===== config.mk =====
export PLATFORM = sky130hd
export DESIGN_NAME = ffbta_ctrl
export DESIGN_NICKNAME = d
export VERILOG_FILES = /design/src/hdl/ffbta_pkg.sv /design/src/hdl/ffbta_ctrl.sv
export SDC_FILE = /design/constraint.sdc
export NUM_CORES = 1
export LEC_CHECK = 0
export ABC_AREA = 0
export BUFFER_PORTS_ARGS = -buffer_cell sky130_fd_sc_hd__buf_4
export CAP_MARGIN = 20
export CORE_ASPECT_RATIO = 1.25
export CORE_UTILIZATION = 27
export DETAILED_ROUTE_END_ITERATION = 10
export PLACE_DENSITY_LB_ADDON = 0.25
export SLEW_MARGIN = 25
export SYNTH_ARGS = -nofsm -noshare
export SYNTH_HDL_FRONTEND = slang
export SYNTH_SLANG_ARGS = --single-unit

===== constraint.sdc =====
create_clock -name clk -period 4.11 [get_ports clk]
set_input_delay 0 -clock clk [delete_from_list [all_inputs] [get_ports clk]]
set_output_delay 0 -clock clk [all_outputs]
set_load 0.02 [all_outputs]

===== src/hdl/ffbta_pkg.sv =====
// ----------------------------------------------------------------------------
// ffbta_pkg
// shared types, codes and defaults of the first-fit boundary-tag allocator
// ----------------------------------------------------------------------------
package ffbta_pkg;

    localparam int HEAP_BYTES_DEF    = 32768;
    localparam int GRANULE_BYTES_DEF = 16;

    // request kinds
    localparam logic REQ_ALLOC = 1'b0;
    localparam logic REQ_FREE  = 1'b1;

    // result status codes
    localparam logic STATUS_OK     = 1'b0;
    localparam logic STATUS_NO_FIT = 1'b1;

    // tag flag bits
    localparam logic [2:0] TAG_NONE = 3'b000;
    localparam logic [2:0] TAG_HDR  = 3'b001;
    localparam logic [2:0] TAG_FTR  = 3'b010;
    localparam logic [2:0] TAG_USED = 3'b100;

    typedef struct packed {
        logic        req_type;
        logic [14:0] request_size;
        logic [14:0] block_address;
    } alloc_req_t;

    typedef struct packed {
        logic [14:0] result_address;
        logic        status;
    } alloc_rsp_t;

    typedef enum logic [4:0] {
        OP_NONE,
        OP_CLEAR,
        OP_LOAD,
        OP_ARD,
        OP_ACHK,
        OP_S1,
        OP_S2,
        OP_S3,
        OP_S4,
        OP_E1,
        OP_E2,
        OP_FAIL,
        OP_FRD,
        OP_F1,
        OP_F2,
        OP_F4,
        OP_F5,
        OP_FRR,
        OP_F6,
        OP_F7,
        OP_F8,
        OP_P1,
        OP_P2
    } dp_op_t;

    typedef struct packed {
        dp_op_t op;
    } dp_cmd_t;

    typedef struct packed {
        logic clr_done;
        logic free_req;
        logic addr_ok;
        logic live;
        logic fit;
        logic split;
        logic hok;
        logic hpos;
        logic lmerge;
        logic rhas;
        logic rmerge;
    } dp_stat_t;

endpackage


===== src/hdl/ffbta_ctrl.sv =====
// ----------------------------------------------------------------------------
// ffbta_ctrl
// sequencer for the allocate walk, block split and free coalescing
// ----------------------------------------------------------------------------
module ffbta_ctrl
    import ffbta_pkg::*;
(
    input  logic     clk,
    input  logic     rst_n,
    input  logic     start,
    input  dp_stat_t stat,
    output logic     busy,
    output logic     done,
    output dp_cmd_t  cmd
);

    typedef enum logic [4:0] {
        S_CLR, S_IDLE, S_LOAD, S_ARD, S_ACHK, S_S1, S_S2, S_S3, S_S4,
        S_E1, S_E2, S_FAIL, S_FRD, S_F1, S_F2, S_F4, S_F5, S_FRR, S_F6,
        S_F7, S_F8, S_P1, S_P2, S_DONE
    } state_t;

    state_t state_reg, state_next;
    dp_op_t op_reg, op_next;
    logic   busy_reg, busy_next;
    logic   done_reg, done_next;

    function automatic dp_op_t op_of(input state_t s);
        dp_op_t o;
        case (s)
            S_CLR:   o = OP_CLEAR;
            S_LOAD:  o = OP_LOAD;
            S_ARD:   o = OP_ARD;
            S_ACHK:  o = OP_ACHK;
            S_S1:    o = OP_S1;
            S_S2:    o = OP_S2;
            S_S3:    o = OP_S3;
            S_S4:    o = OP_S4;
            S_E1:    o = OP_E1;
            S_E2:    o = OP_E2;
            S_FAIL:  o = OP_FAIL;
            S_FRD:   o = OP_FRD;
            S_F1:    o = OP_F1;
            S_F2:    o = OP_F2;
            S_F4:    o = OP_F4;
            S_F5:    o = OP_F5;
            S_FRR:   o = OP_FRR;
            S_F6:    o = OP_F6;
            S_F7:    o = OP_F7;
            S_F8:    o = OP_F8;
            S_P1:    o = OP_P1;
            S_P2:    o = OP_P2;
            default: o = OP_NONE;
        endcase
        return o;
    endfunction

    always_comb
    begin
        state_next = state_reg;
        case (state_reg)
            S_CLR:   state_next = stat.clr_done ? S_IDLE : S_CLR;
            S_IDLE,
            S_DONE:  state_next = start ? S_LOAD : S_IDLE;
            S_LOAD:
            begin
                if (!stat.free_req)
                    state_next = S_ARD;
                else
                    state_next = stat.addr_ok ? S_FRD : S_DONE;
            end
            S_ARD:   state_next = stat.live ? S_ACHK : S_FAIL;
            S_ACHK:
            begin
                if (stat.fit)
                    state_next = stat.split ? S_S1 : S_E1;
                else
                    state_next = S_ARD;
            end
            S_S1:    state_next = S_S2;
            S_S2:    state_next = S_S3;
            S_S3:    state_next = S_S4;
            S_S4:    state_next = S_DONE;
            S_E1:    state_next = S_E2;
            S_E2:    state_next = S_DONE;
            S_FAIL:  state_next = S_DONE;
            S_FRD:   state_next = S_F1;
            S_F1:
            begin
                if (!stat.hok)
                    state_next = S_DONE;
                else
                    state_next = stat.hpos ? S_F2 : S_FRR;
            end
            S_F2:    state_next = stat.lmerge ? S_F4 : S_FRR;
            S_F4:    state_next = S_F5;
            S_F5:    state_next = S_FRR;
            S_FRR:   state_next = stat.rhas ? S_F6 : S_P1;
            S_F6:    state_next = stat.rmerge ? S_F7 : S_P1;
            S_F7:    state_next = S_F8;
            S_F8:    state_next = S_P1;
            S_P1:    state_next = S_P2;
            S_P2:    state_next = S_DONE;
            default: state_next = S_IDLE;
        endcase
        op_next   = op_of(state_next);
        busy_next = !(state_next == S_IDLE || state_next == S_DONE);
        done_next = (state_next == S_DONE);
    end

    always_ff @(posedge clk or negedge rst_n)
    begin
        if (!rst_n)
        begin
            state_reg <= S_CLR;
            op_reg    <= OP_CLEAR;
            busy_reg  <= 1'b1;
            done_reg  <= 1'b0;
        end
        else
        begin
            state_reg <= state_next;
            op_reg    <= op_next;
            busy_reg  <= busy_next;
            done_reg  <= done_next;
        end
    end

    assign busy   = busy_reg;
    assign done   = done_reg;
    assign cmd.op = op_reg;

`ifndef SYNTH
    a_done_single: assert property (@(posedge clk) disable iff (!rst_n)
        done_reg |=> !done_reg)
        else $error("result strobe held for more than one cycle");

    a_take_busy: assert property (@(posedge clk) disable iff (!rst_n)
        (start && !busy_reg) |=> busy_reg)
        else $error("accepted request did not make the block busy");

    a_clr_quiet: assert property (@(posedge clk) disable iff (!rst_n)
        (state_reg == S_CLR) |-> (!done_reg && busy_reg))
        else $error("activity during tag store initialization");
`endif

endmodule


**Yosys cells after proc, flatten, opt, wreduce, memory -nomap -nowiden**

Memory sizes are Yosys's and may differ from the RTL's. A register that Yosys moved wholly into a read port is not among the register bits.
Cells that the tools add are included.

- Flip-flop bits (word level): 7
- Memory bits (read-only): 160
- Input bits: 14
- Output and inout bits: 7
- Memories kept: 1

Memories:

| name | depth | bits a word | read ports | clocked after memory_dff | wr ports | line | source |
|---|---|---|---|---|---|---|---|
| (name not given) | 32 | 5 | 1 | 1 | 0 | ffbta_ctrl.sv:30 | `case (s)` |

- Equality and inequality tests: 25
- Multiplexer cells: 13
- Reduce and logical (&&, ||, !) cells: 6

Operators by type and width:

| kind | number |
|---|---|
| 5-bit case mux with 20 select lines | 1 |
| 5-bit == test (second input constant) | 9 |
| 5-bit by 4-bit == test with 1-bit output (second input constant) | 8 |
| 5-bit 2-to-1 mux | 5 |
| 5-bit by 3-bit == test with 1-bit output (second input constant) | 4 |
| 4-bit 2-to-1 mux | 3 |
| 5-bit by 1-bit == test with 1-bit output (second input constant) | 2 |
| 5-bit by 2-bit == test with 1-bit output (second input constant) | 2 |
| 3-bit 2-to-1 mux | 2 |
| 5-bit zero test | 1 |
| 4-bit OR reduction | 1 |
| 1-bit zero test | 2 |
| 2-bit 2-to-1 mux | 1 |
| 2-bit OR reduction | 1 |
| 1-bit logical OR | 1 |
| 1-bit 2-to-1 mux | 1 |

**Longest topological paths before layout**

Gate-level depths: netlist of the first run.

- Word-level depth: 6
- Depth in mapped cells: 10
- Depth with buffers taken out: 9

**Worst setup path before layout of the first run**

No wires, ideal clock.

- Path type: flip-flop to flip-flop
- Start: reg state_reg[0]
- End: reg busy_reg, in the netlist busy
- Library setup time: 77 ps
- Arrival: 2,074 ps
- Required time: 4,033 ps
- Setup slack: 1,959 ps
- Cell stages (with the launch flop): 10
- Path buffers: 1
- Period minus slack after synthesis: 2,151 ps
- Cells stage by stage: dfrtp_1 -> buf_4 -> nand3b_1 -> and3b_1 -> a311o_1 -> nor4_2 -> inv_1 -> ha_1 -> o211a_1 -> a31oi_1

- Word-level cells in the longest chain between the ends: 6

RTL lines:

| what | line | source |
|---|---|---|
| start, declared | ffbta_ctrl.sv:23 | `state_t state_reg, state_next;` |
| start signal, assigned | ffbta_ctrl.sv:122 | `state_reg <= state_next;` |
| 5-bit == test (tied with other cells) | ffbta_ctrl.sv:61 | `case (state_reg)` |
| 4-bit OR reduction (no line) or 2-bit OR reduction (tied branches) | -- |  |
| 5-bit case mux with 20 select lines (*) | ffbta_ctrl.sv:61 |  |
| net state_next[1] | ffbta_ctrl.sv:23 |  |
| 5-bit == test (*) | -- |  |
| net done_next | ffbta_ctrl.sv:26 | `logic done_reg, done_next;` |
| 1-bit logical OR (*) | ffbta_ctrl.sv:107 | `busy_next = !(state_next == S_IDLE \|\| state_next == S_DONE);` |
| 1-bit zero test (*) | ffbta_ctrl.sv:107 |  |
| net busy_next | ffbta_ctrl.sv:25 | `logic busy_reg, busy_next;` |
| end signal, assigned | ffbta_ctrl.sv:124 | `busy_reg <= busy_next;` |
| end, declared | ffbta_ctrl.sv:25 |  |

The timed path passes the listed nets; every way through them passes the cells marked *.

**Final worst setup path of the first run**

- Start: reg state_reg[3]
- End: reg busy_reg, in the netlist busy

Same word-level chain as after synthesis.

==> results of run 1 <==
[Yosys cell counts, drive strengths merged, types with 4 or more instances]
| master | instances |
|---|---|
| a21oi | 5 |
| nor2b | 4 |
| dfrtp | 10 |
| nand2 | 5 |
| o21ai | 5 |
| buf | 6 |
| inv | 8 |
| nor2 | 7 |
| nand2b | 5 |
[metrics by stage]
step	total power (µW)	instance area, µm²	utilization (%)
after floorplan	801	1050	-
after global placement	943	1190	31.8
after detailed placement	946	1190	31.8
after CTS	1080	1260	33.6
after global routing	1180	1260	33.6
final	1070	1260	33.6
[metal layers]
| metal | track usage, % | share of wire (%) | up-vias |
|---|---|---|---|
| met4 | 5.82 | 2.4 | 0 |
| li1 | - | - | 465 |
| met5 | 0 | 0 | - |
| met1 | 16.2 | 45 | 460 |
| met2 | 22.5 | 49 | 23 |
| met3 | 1.99 | 4.3 | 6 |
[area by class of cell]
class,instances,area [µm²]
clock buffer,4,55.1
fill,397,2490
inverter,8,30.0
multi-input combinational,88,662
sequential,12,303
tap,40,50.0
timing repair buffer,21,160
[power groups by stage]
stage | Combinational, µW | Sequential (µW) | Clock [µW]
4_1_cts | 662 | 287 | 127
5_1_grt | 740 | 303 | 133
2_1_floorplan | 558 | 243 | 0
3_5_place_dp | 660 | 287 | 0
3_3_place_gp | 654 | 288 | 0
6_report | 655 | 290 | 122
[logic make-up after synthesis]
logic type | Yosys count | synth area share [%]
xor gates and xnor gates | 1 | 0.832
DFF | 12 | 28.8
AOI/OAI and AO/OA | 37 | 28.8
muxes | 1 | 0.951
adders and majority gates | 3 | 3.57
buffers and inverters | 15 | 8.32
and+or+nand+nor | 46 | 28.8
[final timing paths]
kind / start / endpoint
max: state_reg[3]$_DFF_PN0_ / busy$_DFF_PN1_
min: stat[5] / cmd[3]$_DFF_PN0_
max reg2reg: state_reg[3]$_DFF_PN0_ / busy$_DFF_PN1_
min reg2reg: state_reg[4]$_DFF_PN0_ / cmd[3]$_DFF_PN0_
max in group asynchronous: rst_n / busy$_DFF_PN1_
min in group asynchronous: rst_n / cmd[1]$_DFF_PN0_
[worst reg2reg max path: stages, from the launching register on]
cell and delay [ns]:
dfrtp_1 0.68, or4b_4 0.26, and3b_1 0.19, a311o_1 0.33
nor4_2 0.36, inv_1 0.13, ha_1 0.26, o211a_1 0.15
a31oi_1 0.15
==> metrics, run 1 <==
routed wire length 2490 µm; Synth top area share 23.8%; critical path, cell by cell or4b_4 -> and3b_1 -> a311o_1 -> nor4_2 -> inv_1 -> ha_1 -> o211a_1 -> a31oi_1; Non-Filler Instances 173; post-route minimum period 2.58 ns; Crit path max-delay family simple AND/OR/NAND/NOR gates; Worst EP required 4.27 ns; die height 71.8 µm; failing checks design-rule violations; R2R setup slack 1.53 ns; # IOs 21; post-detail-place hpwl 1900 µm; switching share of total power 46.3%; PortBufs 20; Crit Path Category register to register; Worst Max-Slew Pin Slew 0.639 ns; layout cells sized above 1 27.8%; clock network power share 11.5%; RSZ-0062 raised after global routing false; main flop type after synthesis dfrtp_1; clock transition at the registers of the reported paths 0.05 ns; area leader, netlist dfrtp_1; Max-Cap Viols 0; Slew HR 57.4%; fmax 387 MHz; Total GRT Usage 13.2%; first-pass GRT wire length 4360 µm; Max clock buf depth 2; total CTS buffers 3; status finished with violations; CTS tree yes; top cells by area, synth dfrtp_1 24%, dfstp_2 5.0%, ha_1 3.6%; Combinational Power Share 61.4%; via/cell ratio 5.51; Final ANT Viol Nets 0; worst reg2reg path depth 8; P_sw 494 µW; CP max FO 19; drt pass-1 iters 7; Final Slew Violations 0; Final Hold Viols 0; vias in the first global route 994; antenna violations before repair 0; Initial Util 28.0%; static leakage 0.000597 µW; Pint 573 µW; dpl cells 168; Post-Syn Area 1050 µm²; DP Worst Slack 1.53 ns; Yosys reg bits 12; htree depth 1; Row Count 25; Avg WL per Cell 14.4 µm; ys async rst share 100%; Post-Synthesis Cells 115; Crit path buffers/inverters 1; Setup WS post-layout 1.53 ns; Worst setup EP type register; routability congestion estimate 0.874; Seq/Total Area, Yosys 28.8%; Yosys cell types 54; commonest non-fill, non-tap cells in the layout 20 x buf_4, 10 x dfrtp_1, 8 x inv_1; Worst setup SP type register; largest net degree at the start of global routing 22; Final setup viols 0; Worst-Skew Late Latency 0.23 ns; CORE AREA 3750 µm²; Hold WS 0.0641 ns; peak supply drop 0.000451 V; hold depth 3; crit path DAT 2.74 ns; post-CTS sizing 0; DRC viols 2; full die area 4150 µm²; # diodes 0; Worst path slowest cell dfrtp_1; Sequential Power Share 27.1%; fin nets 151; setup bufs post-CTS 0; die width 57.8 µm; P&R area growth vs syn 19.7%; hold buffer count at cts 1; Synth warnings 0; period utilization 62.8%; most common cell after layout, fill and taps aside buf_4; via count 954; Min-Delay Path Class primary input to register; Clock Skew 0.00104 ns; Clock Sink Count 12; PwrDens 847 nW/µm²; setup_tns 0 ns; Worst path max stage delay 0.68 ns; clk root buf clkbuf_8; grt ovf 0; number of flops mapped to enable cells by yosys 0; number of stages on the worst setup path 8; number of DRC markers in iteration 0 31; Syn Area/Cell 9.15 µm²; Synth Net Count 132
No activity file was read; power rests on OpenSTA's default activity.
==> inputs of run 2 (changes only) <==
==> constraint.sdc (replaced) <==
create_clock -name clk -period 2.6 [get_ports clk]
set_input_delay 0 -clock clk [delete_from_list [all_inputs] [get_ports clk]]
set_output_delay 0 -clock clk [all_outputs]
set_load 0.02 [all_outputs]
==> metrics, run 2 (same netlist as run 1, synthesis figures left out) <==
Final Hold Viols 0; Worst Max-Slew Pin Slew 0.492 ns; Worst setup EP type register; PortBufs 20; htree depth 1; R2R setup slack 0.18 ns; Max-Cap Viols 0; Slew HR 67.2%; most common cell after layout, fill and taps aside buf_4; Final setup viols 0; number of DRC markers in iteration 0 24; total CTS buffers 3; commonest non-fill, non-tap cells in the layout 27 x buf_4, 9 x dfrtp_1, 8 x inv_1; post-detail-place hpwl 2130 µm; layout cells sized above 1 32.1%; RR Endpoint busy$_DFF_PN1_; worst reg2reg path depth 8; Worst setup SP type register; routability congestion estimate 0.855; setup bufs post-CTS 0; CORE AREA 3750 µm²; Total GRT Usage 14.0%; M3 GR Usage 1.99%; antenna violations before repair 0; clock transition at the registers of the reported paths 0.05 ns; fin nets 158; Row Count 25; largest net degree at the start of global routing 13; CP max FO 10; # IOs 21; Avg WL per Cell 15.2 µm; full die area 4150 µm²; vias in the first global route 995; post-route minimum period 2.42 ns; failing checks design-rule violations; via/cell ratio 5.46; setup_tns 0 ns; grt ovf 0; routing usage on met2 25.8%; via count 982; Crit Path Category register to register; Non-Filler Instances 180; Clock Skew 0.00347 ns; status finished with violations; Setup WS post-layout 0.177 ns; crit path DAT 2.58 ns; die height 71.8 µm; Worst EP required 2.75 ns; fmax 413 MHz; hold path start stat[5]; routed wire length 2730 µm; Initial Util 28.0%; most used routing layer met2; GRT met1 Usage 16.3%; Clock Sink Count 12; CTS tree yes; Final ANT Viol Nets 0; reg2reg start state_reg[4]$_DFF_PN0_; Min-Delay Path Class primary input to register; # diodes 0; DRC viols 2; clk root buf clkbuf_8; Worst-Skew Late Latency 0.24 ns; RSZ-0062 raised after global routing false; drt pass-1 iters 7; PwrDens 1350 nW/µm²; P&R area growth vs syn 24.9%; Final Slew Violations 0; peak supply drop 0.000662 V; hold depth 3; static leakage 0.000631 µW; Hold EP cmd[3]$_DFF_PN0_; die width 57.8 µm; first-pass GRT wire length 4600 µm; filler cell count 387; Max clock buf depth 2; dpl cells 175; DP Worst Slack 0.228 ns; period utilization 93.2%
[run 2: final cells by class]
cell class / instances / area, µm² / share of cell area [%]
multi-input cells: 88 / 662 / 50.4
flip-flops and latches: 12 / 304 / 23.1
repair buffers: 28 / 213 / 16.2
clock buffers: 4 / 55.1 / 4.19
well taps: 40 / 50.0 / 3.81
inverters: 8 / 30.0 / 2.29
[run 2: how the worst max path moves through the flow]
stage                                start             end  slack (ns)  cells past startpoint
floorplan           state_reg[0]$_DFF_PN0_  busy$_DFF_PN1_        0.45                      9
global placement    state_reg[4]$_DFF_PN0_  busy$_DFF_PN1_        0.21                      8
detailed placement  state_reg[4]$_DFF_PN0_  busy$_DFF_PN1_        0.23                      8
CTS                 state_reg[4]$_DFF_PN0_  busy$_DFF_PN1_        0.18                      8
global route        state_reg[4]$_DFF_PN0_  busy$_DFF_PN1_        0.01                      8
finish              state_reg[4]$_DFF_PN0_  busy$_DFF_PN1_        0.18                      8
[run 2: power by group]
part | switching, µW | internal, µW | total (µW) | leakage [µW]
Clock | 64.2 | 133 | 198 | 0.0000288
Combinational | 643 | 546 | 1190 | 0.000456
Sequential | 105 | 287 | 393 | 0.000147
[run 2: worst max-delay path, cell delays in order, from the launching register on]
cell     delay [ns]
dfrtp_1        0.55
or4b_4         0.22
and3b_1        0.19
a311o_1        0.33
nor4_2         0.35
inv_1          0.14
ha_1           0.25
o211a_1        0.15
a31oi_1        0.17
[run 2: per-layer routing]
layer,vias up,share of wire (%)
li1,477,-
met2,34,52
met3,6,5.0
met5,-,0
met1,465,42
met4,0,1.9
[run 2: through the flow]
stage	power, µW	hold WS [ns]	utilization [%]	area [µm²]
floorplan	1270	-0.296	-	1050
global placement	1570	-0.153	33.2	1250
detailed placement	1580	-0.153	33.2	1250
CTS	1790	0.0618	35.0	1310
global route	1940	0.0779	35.0	1310
finish	1780	0.0594	35.0	1310
[run 2: timing repair]
action,4_1_cts,5_1_grt
hold endpoints to repair,12,0
resized for setup,0,1
hold buffers,1,0
endpoints found under the setup margin,0,1
==> inputs of run 3 (changes only) <==
--- a/config.mk
+++ b/config.mk
@@ -9,7 +9,8 @@
 export BUFFER_PORTS_ARGS = -buffer_cell sky130_fd_sc_hd__buf_4
 export CAP_MARGIN = 20
 export CORE_ASPECT_RATIO = 1.25
-export CORE_UTILIZATION = 27
+export CORE_UTILIZATION = 50
+export CTS_BUF_LIST = sky130_fd_sc_hd__clkbuf_2 sky130_fd_sc_hd__clkbuf_4 sky130_fd_sc_hd__clkbuf_8
 export DETAILED_ROUTE_END_ITERATION = 10
 export PLACE_DENSITY_LB_ADDON = 0.25
 export SLEW_MARGIN = 25
==> metrics, run 3 (same netlist as run 1, synthesis figures left out) <==
worst reg2reg path depth 8; # diodes 0; DR WL met2 1250 µm; htree depth 1; fmax 412 MHz; CTS tree yes; dpl cells 154; Max-Cap Viols 0; Worst path max stage delay 0.53 ns; Worst Max-Slew Pin Slew 0.515 ns; Worst setup SP type register; post-route minimum period 2.43 ns; Max clock buf depth 2; total CTS buffers 3; Worst-Skew Late Latency 0.27 ns; drt pass-1 iters 4; DRC viols 0; RR Endpoint busy$_DFF_PN1_; status finished, final reports clean; die width 43.0 µm; vias in the first global route 920; grt ovf 0; RSZ-0062 raised after global routing false; full die area 2290 µm²; antenna violations before repair 0; Crit path max-delay family simple AND/OR/NAND/NOR gates; Final ANT Viol Nets 0; setup bufs post-CTS 0; Worst EP required 2.79 ns; layout cells sized above 1 30.4%; Row Count 18; Non-Filler Instances 158; highest routed layer met4; reg2reg start state_reg[4]$_DFF_PN0_; routability congestion estimate 0.922; post-detail-place hpwl 1940 µm; hold path start stat[5]; largest net degree at the start of global routing 18; hold depth 3; setup_tns 0 ns; Clock Skew 0.000322 ns; Final Slew Violations 0; Crit Path Category register to register; Clock Sink Count 12; most common cell after layout, fill and taps aside buf_4; DR WL met3 114 µm; Crit path buffers/inverters 1; peak supply drop 0.000867 V; Final Hold Viols 0; PortBufs 20; Hold EP cmd[3]$_DFF_PN0_; die height 53.3 µm; via/cell ratio 6.27; Final setup viols 0; Slew HR 65.7%; Worst setup EP type register; # IOs 21; crit path DAT 2.62 ns; Initial Util 53.1%; CORE AREA 1980 µm²; clk root buf clkbuf_4; filler cell count 165; fin util 62.9%; first-pass GRT wire length 4000 µm; CP max FO 12; static leakage 0.000612 µW; period utilization 93.4%; routed wire length 2400 µm; Avg WL per Cell 15.2 µm; Min-Delay Path Class primary input to register; Sequential Area 303 µm²; via count 991; critical path, cell by cell or4b_4 -> and3b_1 -> a311o_1 -> nor4_2 -> inv_1 -> ha_1 -> o211a_1 -> a31oi_1; commonest non-fill, non-tap cells in the layout 26 x buf_4, 10 x dfrtp_1, 8 x inv_1; Total GRT Usage 24.0%; Worst path slowest cell dfrtp_1; clock transition at the registers of the reported paths 0.06 ns; fin nets 157; number of DRC markers in iteration 0 17; P&R area growth vs syn 18.5%; R2R setup slack 0.17 ns; area of the multi-input gates 662 µm²; PwrDens 1340 nW/µm²; WL met1 926 µm
## run 3: cell count changes in the layout (fill, tap and decap cells not counted)
| cell | change |
|---|---|
| clkbuf_8 | -4 |
| clkbuf_4 | +3 |
| buf_4 | -1 |
| dfrtp_1 | +1 |
| dfrtp_2 | -1 |
## run 3: worst max-delay path by stage
stage,from,to,slack (ns),cells after the start
after floorplan,state_reg[0]$_DFF_PN0_,busy$_DFF_PN1_,0.45,9
after global placement,state_reg[0]$_DFF_PN0_,cmd[0]$_DFF_PN1_,0.32,8
after detailed placement,state_reg[4]$_DFF_PN0_,busy$_DFF_PN1_,0.19,8
after CTS,state_reg[4]$_DFF_PN0_,busy$_DFF_PN1_,0.17,8
after global routing,state_reg[4]$_DFF_PN0_,busy$_DFF_PN1_,0.05,8
final,state_reg[4]$_DFF_PN0_,busy$_DFF_PN1_,0.17,8
## run 3: layer usage
metal / vias to the layer above / track usage [%]
li1: 477 / -
met1: 468 / 24.8
met2: 35 / 42.9
met3: 11 / 4.10
met4: 0 / 17.7
met5: - / 0
## run 3: per-stage QoR
stage	hold slack [ns]	power (µW)	instance area, µm²	worst slack [ns]
2_1_floorplan	-0.296	1270	1050	0.449
3_3_place_gp	-0.157	1540	1210	0.323
3_5_place_dp	-0.157	1560	1210	0.195
4_1_cts	0.0405	1670	1250	0.167
5_1_grt	0.0559	1820	1250	0.0463
6_report	0.0444	1670	1250	0.171
## run 3: worst min-delay path: cells and delay by family
| family | cells | cell delay [ns] |
|---|---|---|
| AO/OA/AOI/OAI | 1 | 0.13 |
| buffers and inverters | 2 | 0.14 |
## run 3: final cells by class
type | instances | area share, %
multi-input cells | 88 | 53.1
flip-flops and latches | 12 | 24.3
repair buffers | 27 | 16.4
inverters | 8 | 2.41
well taps | 20 | 2.01
clock buffers | 3 | 1.81
## run 3: where the power goes
group / internal (µW) / total, µW / switching [µW]
clock: 53.6 / 107 / 53.1
combinational: 541 / 1200 / 658
sequential: 285 / 365 / 80.0
## run 3: repair_timing
action / 4_1_cts / 5_1_grt
gates resized for setup: 0 / 0
hold endpoints to repair: 12 / 0
hold buffers: 1 / 0
